## src/rtl/core/grmp_div.sv

```systemverilog
// Restoring divider: one quotient bit per cycle, shared by all ray hits.
// Depends on nothing but the clock and reset.
`timescale 1ns / 1ps
`default_nettype none
module grmp_div (
    input  wire logic        i_clk,
    input  wire logic        i_rst_n,
    input  wire logic        i_start,
    input  wire logic [32:0] i_num,
    input  wire logic [28:0] i_den,
    output logic             o_done,
    output logic [32:0]      o_quot
);
    logic [5:0]  r_cnt;
    logic        r_busy;
    logic [32:0] r_q;
    logic [32:0] r_rem;
    logic [28:0] r_den;
    logic [33:0] w_trial;

    assign w_trial = {r_rem, r_q[32]} - {5'd0, r_den};
    assign o_quot = r_q;

    always_ff @(posedge i_clk) begin
        if (!i_rst_n) begin
            r_busy <= 1'b0;
            o_done <= 1'b0;
            r_cnt <= '0;
        end else begin
            o_done <= 1'b0;
            if (i_start) begin
                r_busy <= 1'b1;
                r_cnt <= 6'd33;
                r_q <= i_num;
                r_rem <= '0;
                r_den <= i_den;
            end else if (r_busy) begin
                if (!w_trial[33]) begin
                    r_rem <= w_trial[32:0];
                    r_q <= {r_q[31:0], 1'b1};
                end else begin
                    r_rem <= {r_rem[31:0], r_q[32]};
                    r_q <= {r_q[31:0], 1'b0};
                end
                r_cnt <= r_cnt - 6'd1;
                if (r_cnt == 6'd1) begin
                    r_busy <= 1'b0;
                    o_done <= 1'b1;
                end
            end
        end
    end
endmodule
`default_nettype wire

```

## config.mk

```make
export PLATFORM = sky130hd
export DESIGN_NAME = grmp_div
export DESIGN_NICKNAME = d
export VERILOG_FILES = /design/src/rtl/core/grmp_div.sv
export SDC_FILE = /design/constraint.sdc
export NUM_CORES = 1
export LEC_CHECK = 0
export BUFFER_PORTS_ARGS = -buffer_cell sky130_fd_sc_hd__buf_4
export CAP_MARGIN = 20
export CORE_MARGIN = 2
export CORE_UTILIZATION = 44
export CTS_CLUSTER_DIAMETER = 30
export DETAILED_ROUTE_END_ITERATION = 8
export HOLD_SLACK_MARGIN = 0.05
export PLACE_DENSITY_LB_ADDON = 0.3
export SYNTH_ARGS = -nofsm -noshare
export SYNTH_HDL_FRONTEND = slang
export SYNTH_SLANG_ARGS = --single-unit
```

## constraint.sdc

```tcl
create_clock -name i_clk -period 9 [get_ports i_clk]
set_input_delay 0.9 -clock i_clk [delete_from_list [all_inputs] [get_ports i_clk]]
set_output_delay 0.9 -clock i_clk [all_outputs]
set_load 0.005 [all_outputs]
```

After elaboration in Yosys (flattened, before gate mapping)
Index checks and enable logic that the tools add are counted.

cells by class
  add/subtract/negate cells = 2
  equal/unequal tests = 1
  mux-type cells = 11
  bitwise logic cells = 2
  reduce and logical (&&, ||, !) cells = 5

operators with widths
  cell                 count
  $mux 33              4
  $sub 34x29->34       1
  $mux 6               2
  $eq 6x1->1 const B   1
  $sub 6x1->6 const B  1
  $mux 1               5
  $reduce_and 2->1     2
  $reduce_or 3->1      1
  $not 1->1            2
  $reduce_bool 2->1    1
  $reduce_or 2->1      1

storage, ports and cells
  register bits = 103
  input bits = 65
  output and inout bits = 34
  logic and storage cells = 28

Depth between registers and ports, before layout
  depth in word-level cells = 4
  depth in mapped cells = 13
  depth with buffers taken out = 11

Worst setup path after synthesis
No wires, ideal clock.

  kind = input -> register
  start = in i_start
  end = reg r_q[0] (netlist: o_quot[0]) (enable)
  library setup time = 0.429 ns
  data arrival time = 2.948 ns
  required time = 8.571 ns
  slack = 5.622 ns
  cell stages on the path = 3
  buffers on the path = 2
  cell sequence = clkbuf_1 buf_1 o21a_1

between the ends
  cells in the longest elaborated chain, start to end = 2

RTL lines
  item                                line  source
  start, declared                     8     input wire logic i_start,
  $reduce_bool 2->1 (no source line)  n/a
  $reduce_and 2->1 (no source line)   n/a
  end signal, assigned                34    r_q <= i_num;
  end signal, assigned                40    r_q <= {r_q[31:0], 1'b1};
  end signal, assigned                43    r_q <= {r_q[31:0], 1'b0};
  end, declared                       16    logic [32:0] r_q;

Every way passes these cells.
A chain may end at the register's enable or synchronous reset.

Worst setup path after layout
  start = reg r_rem[15]
  end = reg r_rem[14] (data pin)

between the ends
  cells in the longest elaborated chain, start to end = 3

RTL lines
  item                    line  source
  start, declared         17    logic [32:0] r_rem;
  start signal, assigned  39    r_rem <= w_trial[32:0];
  start signal, assigned  42    r_rem <= {r_rem[31:0], r_q[32]};
  $sub 34x29->34          21    assign w_trial = {r_rem, r_q[32]} - {5'd0, r_den};
  $mux 33                 38    if (!w_trial[33]) begin
  $mux 33                 37    end else if (r_busy) begin

Every way passes these cells. The select of a mux whose other input is x is not followed.

==> results_dict.tcl <==
set metrics [dict create \
    outcome "finished clean" \
    cts_hold_buf 0 \
    instances_no_fill 814 \
    syn_inst 539 \
    grt_antenna_before_repair 0 \
    hold_viol_final 0 \
    drv_slew 0 \
    ys_ff_latch 103 \
    overflow 0 \
    drt_iter0_drc 271 \
    synth.most_common_cell "edfxtp_1" \
    ys.flop_type "edfxtp_1" \
    p_per_area_mw_per_mm2 186 \
    max_cap_violations 0 \
    clkSlewWorstSetupHoldPaths_ns 0.07 \
    seq_area_frac_synth 0.508 \
    min_to "r_cnt[1]" \
    cp_cell_sequence "ha_1 -> a21oi_1 -> o22ai_1 -> o211ai_1 -> a32o_1 -> mux2i_1 -> and2_1 -> buf_4 -> mux2i_1 -> nor2_1" \
    cts-root-buf "clkbuf_16" \
    start_kind "flip-flop" \
    synth_top_area_frac 0.481 \
    fin_nets 730 \
    finClkSkew_ns 0.0155 \
    cts_buffer_depth 2 \
    setup_tns_ns 0 \
    grtUsageTotal 0.189 \
    endpoint_kind "flip-flop" \
    post_cts_buffers 0 \
    whs_path_depth 2 \
    dp.cells 798 \
    totalWireLength_mm 13.0 \
    synthDistinctLibCells 53 \
    reg2reg_slack_ns 5.33 \
    gp_congestion 0.948 \
    worstSetupPathType "reg -> reg" \
    grt_pass1_wl_mm 21.7 \
    die_h_um 120 \
    start_util 0.450 \
    diodes 0 \
    htreeDepth 3 \
    cp_num_buf_inv 1 \
    yosys_warnings 0 \
    p_leak_nw 2.93 \
    multi_input_area_mm2 0.00267 \
    maxSlewHeadroom 0.458 \
    fillers 1192 \
    fp.dieArea_mm2 0.0144 \
    rows 42 \
    synth_nets 636 \
    synth_area_leaders "edfxtp_1 (48%), ha_1 (6.5%), mux2_2 (6.3%), a21oi_1 (3.4%), mux2i_1 (3.4%)" \
    syn-cell-area_mm2 0.00593 \
    hold_path.class "reg -> reg" \
    portBuffers 98 \
    cp.arrival_ns 3.74 \
    layout_min_cycle_time_ns 3.67 \
    die_w_um 120 \
    hp-start "r_cnt[1]" \
    cts_tree "yes" \
    yosysTopAreaCell "edfxtp_1" \
    cts-resized-gates 0 \
    grt_pass1_vias 4583 \
    clkLatencyLatePin_ns 0.36 \
    synth_commonest_cells "edfxtp_1 (95), nor2_1 (49), nand2_1 (42), a21oi_1 (40), inv_1 (38)" \
    async_reset_ff_frac 0 \
    num_io_pins 99 \
    post-route-util 0.539 \
    ff2ff_path_depth 10 \
    firstDrtPassIters 5 \
    dr_total_vias 4424 \
    seq_area_mm2 0.00301 \
    clock.fmax_mhz 273 \
    crit_path_frequent_cell "mux2i_1" \
    areaGrowthSynthToFinish_pct 19.7 \
    reg2reg_to "r_rem[14]" \
    core_region_area_mm2 0.0132 \
    grt_start_max_net_pins 69 \
    rsz0062_at_grt "no" \
    final_antenna_net_count 0 \
    drive_gt1_frac 0.248 \
    worst_pin_slew_ns 0.812 \
    syn_area_per_cell_um2 11.0 \
    required_ns 9.07 \
    setup_viol 0 \
    r2r_start "r_rem[15]" \
    wire_per_inst_um 16.0 \
    cp_slowest_cell "and2_1" \
    cp_slowest_stage_delay_ns 0.57 \
    power.total_w 0.00132 \
    path_max_fanout 19 \
    synth_edf_count 95 \
    drcViolationCount 0 \
    cp_top_family "compound AO/OA/AOI/OAI gates" \
    cts_buffers 9 \
    via_per_inst 5.43 \
    cts.sink_count 103 \
    peakVddDrop_v 0.0000972 \
    fin_crit_sh 0.408 \
    post-dp-hpwl_mm 9.44 \
]
-- cell usage in the layout, fill, tap and decap left out, drive strengths merged, types with 3 or more instances in the layout --
master	count
buf	101
edfxtp	95
nor2	49
nand2	45
inv	41
a21oi	40
mux2	34
ha	31
o21ai	24
mux2i	20
xnor2	20
nor3	12
clkbuf	12
nand2b	10
nand3	10
xor2	10
a21o	8
dfxtp	8
nor2b	7
o211ai	7
a211oi	6
and3	5
a21boi	5
nor4	3
o22ai	3
-- worst max path at each step --
| stage | startpoint | end | cells after the start |
|---|---|---|---|
| after floorplan | i_start | o_quot[0] | 3 |
| after global placement | r_rem[15] | r_rem[10] | 10 |
| after detailed placement | r_rem[15] | r_rem[10] | 10 |
| after CTS | r_rem[5] | r_rem[3] | 10 |
| after global routing | r_rem[15] | r_rem[4] | 10 |
| final | r_rem[15] | r_rem[14] | 10 |
-- cell families after synthesis --
group,after synthesis,share of synthesized area
and+or+nand+nor,154,0.124
AOI/OAI and AO/OA,110,0.115
DFF,103,0.508
buffers and inverters,56,0.0426
muxes,54,0.0983
adders and majority gates,32,0.0687
xor gates and xnor gates,30,0.0443
-- stage by stage --
step | worst slack [ns] | cell area [µm²] | hold WS [ns]
global route | 4.98 | 7100 | 0.520
floorplan | 5.62 | 5930 | 0.469
CTS | 5.37 | 7100 | 0.496
global placement | 5.52 | 6800 | 0.482
finish | 5.33 | 7100 | 0.495
detailed placement | 5.38 | 6800 | 0.489
-- power by group --
part	internal, W	leakage, nW	switching, W
clock network	0.000215	0.151	0.000179
registers	0.000572	0.975	0.0000202
logic	0.000151	1.81	0.000181
total	0.000938	2.93	0.000380
-- registers in the layout (all words and copies together), names as in the netlist --
| register | flops |
|---|---|
| r_cnt | 6 |
| r_rem | 33 |
| r_den | 29 |
| o_done | 1 |
| o_quot | 33 |
| r_busy | 1 |
-- area by class of cell --
cell class,instances,area share
flip-flops and latches,103,0.424
multi-input cells,380,0.376
repair buffers,101,0.107
clock buffers,12,0.0377
well taps,176,0.0310
inverters,38,0.0201
clock inverters,4,0.00440
-- worst register-to-register path, stage by stage, from the launching register on --
cell	delay (ns)
edfxtp_1	0.40
ha_1	0.39
a21oi_1	0.38
o22ai_1	0.21
o211ai_1	0.21
a32o_1	0.23
mux2i_1	0.28
and2_1	0.57
buf_4	0.43
mux2i_1	0.24
nor2_1	0.06
-- per-layer routing --
| metal | share of wire | GRT usage |
|---|---|---|
| met1 | 0.42 | 0.230 |
| met2 | 0.47 | 0.311 |
| met3 | 0.076 | 0.0580 |
| met4 | 0.026 | 0.0809 |
| met5 | 0 | 0 |
Note: power is estimated with default switching activity, not from simulation.
